`config.mk`:
```
export PLATFORM = sky130hd
export DESIGN_NAME = pv_daily_energy_accumulator_unit
export DESIGN_NICKNAME = d
export VERILOG_FILES = /design/src/hw/rtl/pvdea_pkg.sv /design/src/hw/rtl/pv_daily_energy_accumulator_unit.sv /design/src/hw/rtl/pvdea_mul.sv /design/src/hw/rtl/pvdea_acc.sv
export SDC_FILE = /design/constraint.sdc
export NUM_CORES = 1
export LEC_CHECK = 0
export BUFFER_PORTS_ARGS = -buffer_cell sky130_fd_sc_hd__buf_2
export CAP_MARGIN = 10
export CORE_AREA = 2 2 293 295
export DETAILED_ROUTE_END_ITERATION = 7
export DIE_AREA = 0 0 295 297
export PLACE_DENSITY = 0.56
export SLEW_MARGIN = 10
export SYNTH_ARGS = -nofsm -noshare
export SYNTH_HDL_FRONTEND = slang
export SYNTH_SLANG_ARGS = --single-unit
```
`constraint.sdc`:
```
create_clock -name i_clk -period 7.1 [get_ports i_clk]
set_input_delay 1.42 -clock i_clk [delete_from_list [all_inputs] [get_ports i_clk]]
set_output_delay 1.42 -clock i_clk [all_outputs]
set_load 0.1 [all_outputs]
```
`src/hw/rtl/pvdea_pkg.sv`:
```
`default_nettype none
// ----------------------------------------------------------------------------
// pvdea_pkg
// Types, widths and constants shared by the PV daily energy accumulator.
// ----------------------------------------------------------------------------
package pvdea_pkg;

    localparam int TIME_W   = 32;
    localparam int VOLT_W   = 14;
    localparam int CURR_W   = 14;
    localparam int PWR_W    = 27;
    localparam int ENERGY_W = 63;

    // serial multiplier: a power (up to 28 bits) times a time span, or voltage times current
    localparam int MUL_A_W   = 28;
    localparam int MUL_B_W   = 32;
    localparam int MUL_P_W   = MUL_A_W + MUL_B_W;
    localparam int MUL_CNT_W = $clog2(MUL_B_W);
    localparam int ACC_CNT_W = $clog2(ENERGY_W);

    // configuration port
    localparam int PADDR_W = 3;
    localparam int PDATA_W = 32;

    localparam logic REG_DARK_THR = 1'b0;
    localparam logic REG_DARK_MS  = 1'b1;

    localparam logic [VOLT_W-1:0] DARK_THR_RST = VOLT_W'(300);
    localparam logic [TIME_W-1:0] DARK_MS_RST  = TIME_W'(6 * 3600000);

    typedef struct packed {
        logic [TIME_W-1:0] time_ms;
        logic [VOLT_W-1:0] pv_voltage;
        logic [CURR_W-1:0] pv_current;
        logic [PWR_W-1:0]  pv_power;
    } t_pvdea_in;

    typedef struct packed {
        logic [ENERGY_W-1:0] energy_total;
        logic                night_now;
        logic                reset_armed;
        logic                sunrise_seen;
        logic                energy_cleared;
    } t_pvdea_out;

    typedef struct packed {
        logic               start;
        logic [MUL_A_W-1:0] a;
        logic [MUL_B_W-1:0] b;
    } t_mul_req;

    typedef struct packed {
        logic                clear;
        logic                start;
        logic [ENERGY_W-1:0] addend;
    } t_acc_req;

    typedef struct packed {
        logic busy;
        logic done;
    } t_unit_sts;

endpackage
`default_nettype wire

```
`src/hw/rtl/pv_daily_energy_accumulator_unit.sv`:
```
`default_nettype none
// ----------------------------------------------------------------------------
// pv_daily_energy_accumulator_unit
// Night/day tracking of PV samples and saturating energy total in mW*ms.
// ----------------------------------------------------------------------------
//  channel | direction | handshake                  | payload
//  in      | input     | i_in_valid / o_in_stall    | i_in_data  (t_pvdea_in)
//  out     | output    | o_out_valid / i_out_stall  | o_out_data (t_pvdea_out)
//  cfg     | input     | psel/penable/pwrite/pready | paddr, pwdata, prdata
//
// One item at a time. Night sample or first day sample: accept, evaluate,
// result. Other day samples also pass through the serial multiplier and the
// bit-serial adder; zero reported power adds a second multiplier pass.
// Synchronous reset; no clearing pass. A stalled result holds in the output
// register while the next item is accepted and worked on.
// ----------------------------------------------------------------------------
module pv_daily_energy_accumulator_unit (
    input  wire logic                            i_clk,
    input  wire logic                            i_rst_n,
    input  wire logic                            i_in_valid,
    output logic                                 o_in_stall,
    input  wire pvdea_pkg::t_pvdea_in            i_in_data,
    output logic                                 o_out_valid,
    input  wire logic                            i_out_stall,
    output pvdea_pkg::t_pvdea_out                o_out_data,
    input  wire logic                            psel,
    input  wire logic                            penable,
    input  wire logic                            pwrite,
    input  wire logic [pvdea_pkg::PADDR_W-1:0]   paddr,
    input  wire logic [pvdea_pkg::PDATA_W-1:0]   pwdata,
    output logic [pvdea_pkg::PDATA_W-1:0]        prdata,
    output logic                                 pready
);
    import pvdea_pkg::*;

    typedef enum logic [2:0] {
        S_IDLE,
        S_EVAL,
        S_PMUL,
        S_EMUL,
        S_ADD,
        S_DONE
    } t_state;

    t_state             r_state;
    t_pvdea_in          r_item;
    t_pvdea_out         r_out;
    logic               r_out_valid;
    logic [VOLT_W-1:0]  r_dark_thr;
    logic [TIME_W-1:0]  r_dark_ms;
    logic               r_night;
    logic [TIME_W-1:0]  r_night_start;
    logic               r_long_dark;
    logic [TIME_W-1:0]  r_last_time;
    logic               r_await;
    logic [TIME_W-1:0]  r_delta;
    logic               r_sunrise;
    logic               r_cleared;

    logic               w_is_dark;
    logic [TIME_W-1:0]  w_dur;
    logic [TIME_W-1:0]  w_delta;
    logic               w_pwr_zero;
    logic               w_out_free;
    logic               w_cfg_wr;

    t_mul_req           w_mul_req;
    t_unit_sts          w_mul_sts;
    logic [MUL_P_W-1:0] w_product;
    t_acc_req           w_acc_req;
    t_unit_sts          w_acc_sts;
    logic [ENERGY_W-1:0] w_total;

    assign w_is_dark  = r_item.pv_voltage <= r_dark_thr;
    assign w_dur      = r_item.time_ms - r_night_start;
    assign w_delta    = r_item.time_ms - r_last_time;
    assign w_pwr_zero = r_item.pv_power == '0;
    assign w_out_free = !r_out_valid || !i_out_stall;
    assign w_cfg_wr   = psel && penable && pwrite && pready;

    // ---- configuration --------------------------------------------------
    assign pready = 1'b1;

    always_comb begin
        case (paddr[2])
            REG_DARK_THR: prdata = {{(PDATA_W-VOLT_W){1'b0}}, r_dark_thr};
            REG_DARK_MS:  prdata = r_dark_ms;
            default:      prdata = '0;
        endcase
    end

    always_ff @(posedge i_clk) begin
        if (!i_rst_n) begin
            r_dark_thr <= DARK_THR_RST;
            r_dark_ms  <= DARK_MS_RST;
        end else if (w_cfg_wr) begin
            case (paddr[2])
                REG_DARK_THR: r_dark_thr <= pwdata[VOLT_W-1:0];
                REG_DARK_MS:  r_dark_ms  <= pwdata[TIME_W-1:0];
                default:      ;
            endcase
        end
    end

    // ---- requests to the serial units -----------------------------------
    always_comb begin
        w_mul_req = '{start: 1'b0, a: '0, b: '0};
        if (r_state == S_EVAL && !w_is_dark && !r_await) begin
            w_mul_req.start = 1'b1;
            if (w_pwr_zero) begin
                w_mul_req.a = MUL_A_W'(r_item.pv_voltage);
                w_mul_req.b = MUL_B_W'(r_item.pv_current);
            end else begin
                w_mul_req.a = MUL_A_W'(r_item.pv_power);
                w_mul_req.b = w_delta;
            end
        end else if (r_state == S_PMUL && w_mul_sts.done) begin
            // volt*curr fits the multiplicand width; now scale by the interval
            w_mul_req.start = 1'b1;
            w_mul_req.a     = w_product[MUL_A_W-1:0];
            w_mul_req.b     = r_delta;
        end
    end

    always_comb begin
        w_acc_req.clear  = r_state == S_EVAL && !w_is_dark && r_night && r_long_dark;
        w_acc_req.start  = r_state == S_EMUL && w_mul_sts.done;
        w_acc_req.addend = ENERGY_W'(w_product);
    end

    pvdea_mul u_mul (
        .i_clk     (i_clk),
        .i_rst_n   (i_rst_n),
        .i_req     (w_mul_req),
        .o_sts     (w_mul_sts),
        .o_product (w_product)
    );

    pvdea_acc u_acc (
        .i_clk   (i_clk),
        .i_rst_n (i_rst_n),
        .i_req   (w_acc_req),
        .o_sts   (w_acc_sts),
        .o_total (w_total)
    );

    // ---- sequencer --------------------------------------------------------
    always_ff @(posedge i_clk) begin
        if (!i_rst_n) begin
            r_state       <= S_IDLE;
            r_out_valid   <= 1'b0;
            r_night       <= 1'b0;
            r_night_start <= '0;
            r_long_dark   <= 1'b0;
            r_last_time   <= '0;
            r_await       <= 1'b1;
            r_sunrise     <= 1'b0;
            r_cleared     <= 1'b0;
        end else begin
            // the result stage reloads the register itself when it is free
            if (r_out_valid && !i_out_stall && r_state != S_DONE) begin
                r_out_valid <= 1'b0;
            end
            case (r_state)
                S_IDLE: begin
                    if (i_in_valid) begin
                        r_item  <= i_in_data;
                        r_state <= S_EVAL;
                    end
                end
                S_EVAL: begin
                    r_last_time <= r_item.time_ms;
                    r_delta     <= w_delta;
                    if (w_is_dark) begin
                        r_sunrise <= 1'b0;
                        r_cleared <= 1'b0;
                        if (!r_night) begin
                            r_night       <= 1'b1;
                            r_night_start <= r_item.time_ms;
                            r_long_dark   <= 1'b0;
                        end else if (w_dur >= r_dark_ms) begin
                            r_long_dark <= 1'b1;
                        end
                        r_state <= S_DONE;
                    end else begin
                        r_sunrise <= r_night;
                        r_cleared <= r_night && r_long_dark;
                        r_night   <= 1'b0;
                        if (r_night && r_long_dark) begin
                            r_long_dark <= 1'b0;
                        end
                        if (r_await) begin
                            r_await <= 1'b0;
                            r_state <= S_DONE;
                        end else if (w_pwr_zero) begin
                            r_state <= S_PMUL;
                        end else begin
                            r_state <= S_EMUL;
                        end
                    end
                end
                S_PMUL: begin
                    if (w_mul_sts.done) begin
                        r_state <= S_EMUL;
                    end
                end
                S_EMUL: begin
                    if (w_mul_sts.done) begin
                        r_state <= S_ADD;
                    end
                end
                S_ADD: begin
                    if (w_acc_sts.done) begin
                        r_state <= S_DONE;
                    end
                end
                S_DONE: begin
                    if (w_out_free) begin
                        r_out.energy_total   <= w_total;
                        r_out.night_now      <= r_night;
                        r_out.reset_armed    <= r_long_dark;
                        r_out.sunrise_seen   <= r_sunrise;
                        r_out.energy_cleared <= r_cleared;
                        r_out_valid          <= 1'b1;
                        r_state              <= S_IDLE;
                    end
                end
                default: r_state <= S_IDLE;
            endcase
        end
    end

    assign o_in_stall  = r_state != S_IDLE;
    assign o_out_valid = r_out_valid;
    assign o_out_data  = r_out;

    // ---- assertions -------------------------------------------------------
    a_units_idle_at_result: assert property (@(posedge i_clk) disable iff (!i_rst_n)
        (r_state == S_DONE) |-> (!w_mul_sts.busy && !w_acc_sts.busy))
        else $error("result stage reached with a serial unit still running");

    a_night_vs_sunrise: assert property (@(posedge i_clk) disable iff (!i_rst_n)
        o_out_valid |-> !(o_out_data.night_now && o_out_data.sunrise_seen))
        else $error("item reports night and sunrise together");

    a_clear_at_sunrise: assert property (@(posedge i_clk) disable iff (!i_rst_n)
        (o_out_valid && o_out_data.energy_cleared)
            |-> (o_out_data.sunrise_seen && !o_out_data.reset_armed))
        else $error("total cleared outside a sunrise");

    a_first_ref_on_eval: assert property (@(posedge i_clk) disable iff (!i_rst_n)
        $fell(r_await) |-> ($past(r_state) == S_EVAL))
        else $error("time reference taken outside evaluation");

endmodule
`default_nettype wire

```
`src/hw/rtl/pvdea_mul.sv`:
```
`default_nettype none
// ----------------------------------------------------------------------------
// pvdea_mul
// Bit-serial shift-add multiplier, one multiplier bit per cycle.
// ----------------------------------------------------------------------------
module pvdea_mul (
    input  wire logic                          i_clk,
    input  wire logic                          i_rst_n,
    input  wire pvdea_pkg::t_mul_req           i_req,
    output pvdea_pkg::t_unit_sts               o_sts,
    output logic [pvdea_pkg::MUL_P_W-1:0]      o_product
);
    import pvdea_pkg::*;

    localparam logic [MUL_CNT_W-1:0] LAST = MUL_CNT_W'(MUL_B_W - 1);

    logic                 r_busy;
    logic                 r_done;
    logic [MUL_CNT_W-1:0] r_cnt;
    logic [MUL_A_W-1:0]   r_a;
    logic [MUL_A_W-1:0]   r_hi;
    logic [MUL_B_W-1:0]   r_lo;
    logic [MUL_A_W:0]     n_sum;

    // partial product add on the upper half, then the pair shifts right
    assign n_sum = {1'b0, r_hi} + (r_lo[0] ? {1'b0, r_a} : {(MUL_A_W+1){1'b0}});

    always_ff @(posedge i_clk) begin
        if (!i_rst_n) begin
            r_busy <= 1'b0;
            r_done <= 1'b0;
            r_cnt  <= '0;
        end else begin
            r_done <= 1'b0;
            if (i_req.start) begin
                r_busy <= 1'b1;
                r_cnt  <= '0;
            end else if (r_busy) begin
                r_cnt <= r_cnt + 1'b1;
                if (r_cnt == LAST) begin
                    r_busy <= 1'b0;
                    r_done <= 1'b1;
                end
            end
        end
    end

    always_ff @(posedge i_clk) begin
        if (i_req.start) begin
            r_a  <= i_req.a;
            r_hi <= '0;
            r_lo <= i_req.b;
        end else if (r_busy) begin
            r_hi <= n_sum[MUL_A_W:1];
            r_lo <= {n_sum[0], r_lo[MUL_B_W-1:1]};
        end
    end

    assign o_sts     = '{busy: r_busy, done: r_done};
    assign o_product = {r_hi, r_lo};

endmodule
`default_nettype wire

```
`src/hw/rtl/pvdea_acc.sv`:
```
`default_nettype none
// ----------------------------------------------------------------------------
// pvdea_acc
// Energy total with a bit-serial saturating adder, one bit per cycle.
// ----------------------------------------------------------------------------
module pvdea_acc (
    input  wire logic                          i_clk,
    input  wire logic                          i_rst_n,
    input  wire pvdea_pkg::t_acc_req           i_req,
    output pvdea_pkg::t_unit_sts               o_sts,
    output logic [pvdea_pkg::ENERGY_W-1:0]     o_total
);
    import pvdea_pkg::*;

    localparam logic [ACC_CNT_W-1:0] LAST = ACC_CNT_W'(ENERGY_W - 1);

    logic                 r_busy;
    logic                 r_done;
    logic [ACC_CNT_W-1:0] r_cnt;
    logic [ENERGY_W-1:0]  r_acc;
    logic [ENERGY_W-1:0]  r_add;
    logic                 r_carry;
    logic                 n_sum;
    logic                 n_carry;

    assign n_sum   = r_acc[0] ^ r_add[0] ^ r_carry;
    assign n_carry = (r_acc[0] & r_add[0]) | (r_carry & (r_acc[0] ^ r_add[0]));

    // total rotates through the adder; a carry out of the top bit saturates
    always_ff @(posedge i_clk) begin
        if (!i_rst_n) begin
            r_busy  <= 1'b0;
            r_done  <= 1'b0;
            r_cnt   <= '0;
            r_acc   <= '0;
            r_carry <= 1'b0;
        end else begin
            r_done <= 1'b0;
            if (i_req.clear) begin
                r_acc <= '0;
            end else if (i_req.start) begin
                r_busy  <= 1'b1;
                r_cnt   <= '0;
                r_carry <= 1'b0;
            end else if (r_busy) begin
                r_cnt   <= r_cnt + 1'b1;
                r_carry <= n_carry;
                if (r_cnt == LAST) begin
                    r_busy <= 1'b0;
                    r_done <= 1'b1;
                    r_acc  <= n_carry ? {ENERGY_W{1'b1}} : {n_sum, r_acc[ENERGY_W-1:1]};
                end else begin
                    r_acc <= {n_sum, r_acc[ENERGY_W-1:1]};
                end
            end
        end
    end

    always_ff @(posedge i_clk) begin
        if (i_req.start) begin
            r_add <= i_req.addend;
        end else if (r_busy) begin
            r_add <= {1'b0, r_add[ENERGY_W-1:1]};
        end
    end

    assign o_sts   = '{busy: r_busy, done: r_done};
    assign o_total = r_acc;

endmodule
`default_nettype wire

```
==> impl_metrics.tcl <==
set metrics [dict create \
    setup.worst_path.end_class "flop" \
    syn_inst 2389 \
    place_area_sq_mm 0.0276 \
    syn_area_sq_mm 0.0252 \
    h-tree-depth 2 \
    cts_root_buf "clkbuf_16" \
    drt_iter0_markers 984 \
    relSlewSlack_pct 17.2 \
    post_drt_wl_per_cell_um 16.5 \
    yosysSeqAreaShare_pct 54.4 \
    cts_buffers 60 \
    outcome "completed" \
    start_kind "flop" \
    ys_seq_elements 532 \
    whs_path_depth 0 \
    finalNetCount 2868 \
    die_h_um 297 \
    area_growth_pct 17.4 \
    hpwl_um 43300 \
    yosys-top-cells-area "edfxtp_1, dfxtp_1, ha_1, nand2_1, a21boi_0" \
    synth_top_area_share_pct 36.5 \
    final_layout_size_suffix_gt1_share_pct 16.3 \
    synth_common_cells "nand2_1, edfxtp_1, dfxtp_1" \
    grt_remaining_overflow 0 \
    die_area_sq_mm 0.0876 \
    clock.fmax_ghz 0.213 \
    fill_cells 8570 \
    worstSkewPairLatency_ps 680 \
    switchingPower_uw 3290 \
    power_frac_clock_pct 31.9 \
    min_from "u_acc.o_total[40]$_SDFFE_PP0P_" \
    crit_type "flop to flop" \
    p_int_uw 6490 \
    tightest_slew_ps 1240 \
    final_hold_viol_count 0 \
    design_area_sq_mm 0.0296 \
    drv_cap 0 \
    synth.distinct_cells 72 \
    die_x_um 295 \
    yosysTopAreaCell "edfxtp_1" \
    grt_start_max_net_pins 88 \
    io_buffers 227 \
    yosysMostFrequentCell "nand2_1" \
    combinationalPowerShare_pct 27.7 \
    clockBufferDepth 3 \
    cts_resized 0 \
    antennaDiodeCount 0 \
    placed_cells 3677 \
    r2r-start "r_item[56]$_DFFE_PP_" \
    via_per_inst 4.67 \
    syn_nets 2662 \
    critical_path_arrival_ps 5170 \
    totalNegativeSetupSlack_ps 0 \
    r2r_cells 20 \
    synth-edff-count 306 \
    ant_nets 0 \
    ys_warn_count 0 \
    drc_errors 0 \
    setup_viol 0 \
    min_to "o_out_data[44]$_DFFE_PP_" \
    drtPass1Iterations 7 \
    io-pin-count 231 \
    power.leakage_uw 0.0111 \
    synth_flop_cell "edfxtp_1" \
    fin_crit_sh_pct 66.0 \
    hp-class "flop to flop" \
    syn_avg_cell_area_sq_um 10.5 \
    antenna_found_initial 5 \
    grt_usage_pct 14.1 \
    clock-sinks 532 \
    core_sq_mm 0.0845 \
    grt_pass1_vias 17100 \
    finalNonFillerCells 3791 \
    async_flop_share_pct 0 \
    cts.clk_slew.worst_paths_ps 60 \
    critical_path.reg2reg.endpoint "r_long_dark$_SDFFE_PN0P_" \
    rsz0062_at_grt "no" \
    required_ps 7590 \
    vias 17700 \
    r2r_slack_ps 2410 \
    cts_tree "done" \
    final_max_slew_viol_count 0 \
    cts_setup_buffers 0 \
    place.gp.congestion 0.851 \
    swShare_pct 33.7 \
    finalClockSkew_ps 84.6 \
    cts_hold_buf 0 \
    grt_pass1_wl_um 98400 \
    critPathMaxFanout 6 \
    rows 107 \
    p_seq_share_pct 40.4 \
    start_util_pct 29.8 \
    drt_wl_total_um 62500 \
    irDropWorstVdd_uv 278 \
    pwr_density_cell_mw_per_mm2 331 \
    layout_min_cycle_time_ps 4690 \
]
==> logic make-up (layout without fill, tap and decap cells) <==
kind of cell / after synthesis / count (layout) / share of synthesized area (%)
buf+inv: 262 / 520 / 4.03
flops: 532 / 532 / 54.4
xor+xnor: 85 / 85 / 2.96
simple gates: 690 / 690 / 12.0
other cells: 1 / 1 / 0.0149
compound gates: 586 / 586 / 15.4
fa+ha+maj: 144 / 144 / 7.27
mux: 89 / 89 / 3.84
==> state kept, by name, indices dropped and copies added (netlist names), 28 cells and up <==
name           flops
r_item            87
o_out_data        67
u_acc.o_total     63
u_acc.r_add       60
r_dark_ms         32
r_delta           32
r_last_time       32
r_night_start     32
u_mul.r_lo        32
u_mul.r_a         28
u_mul.r_hi        28
==> power groups by stage <==
stage                     Clock (uW)  Combinational [uW]  Sequential [uW]
after global placement             0                2690             4010
after floorplan                    0                1980             4050
after CTS                       3210                2730             3950
after global routing            3340                3060             3990
after detailed placement           0                2710             4010
final                           3120                2710             3950
==> how the worst max path moves through the flow <==
stage / start / end / cells after the start / slack (ps)
floorplan: i_rst_n / r_item[0]$_DFFE_PP_ / 4 / 910
global placement: r_item[56]$_DFFE_PP_ / r_long_dark$_SDFFE_PN0P_ / 20 / 2490
detailed placement: r_item[56]$_DFFE_PP_ / r_long_dark$_SDFFE_PN0P_ / 20 / 2500
CTS: r_item[56]$_DFFE_PP_ / r_long_dark$_SDFFE_PN0P_ / 20 / 2400
global route: r_item[56]$_DFFE_PP_ / r_long_dark$_SDFFE_PN0P_ / 20 / 1990
finish: r_item[56]$_DFFE_PP_ / r_long_dark$_SDFFE_PN0P_ / 20 / 2410
==> per-stage QoR <==
| step | hold slack, ps | setup WS (ps) | total power, uW | utilization, % |
|---|---|---|---|---|
| after global placement | 428 | 2490 | 6700 | 32.6 |
| final | 430 | 2410 | 9790 | 35.0 |
| after global routing | 454 | 1990 | 10400 | 35.0 |
| after floorplan | 408 | 914 | 6030 | - |
| after detailed placement | 426 | 2500 | 6720 | 32.6 |
| after CTS | 433 | 2400 | 9890 | 35.0 |
==> worst max-delay path, cell delays in order, from the launching register on <==
cell	delay (ps)
edfxtp_1	510
ha_1	330
nor2b_1	140
o31ai_1	370
a21oi_1	190
o21ai_0	490
nor2_1	110
a21o_1	250
a21o_1	190
a21oi_1	160
xnor2_1	140
ha_1	270
a21o_1	190
a21o_1	170
a21oi_1	140
o21ai_0	100
a21o_1	180
a21oi_1	120
o21ai_0	120
a21oi_1	150
and3b_1	180
==> routing by layer <==
layer	wire (um)	GRT usage [%]
met5	0	0
met4	1470	3.74
met3	2880	2.41
met2	28200	22.4
met1	30000	19.9
==> area by class of cell <==
cell class | instances | area [sq um] | area share, %
sequential | 532 | 13700 | 46.4
multi-input combinational | 1595 | 10500 | 35.6
clock buffer | 87 | 1770 | 5.98
tap | 1144 | 1430 | 4.84
timing repair buffer | 249 | 1300 | 4.41
inverter | 157 | 589 | 1.99
clock inverter | 27 | 248 | 0.838
==> cell usage in the layout, fill, tap and decap left out, types with 31 or more instances in the layout <==
master     count
nand2_1      326
edfxtp_1     306
buf_2        226
dfxtp_1      226
nor2_1       174
inv_1        155
ha_1         140
a21oi_1      116
a21boi_0     105
o21ai_0       99
o22ai_1       64
clkbuf_16     63
mux2_2        60
xnor2_1       54
a21o_1        50
and2_1        34
xor2_1        31
No activity file was read; power rests on OpenSTA's default activity.
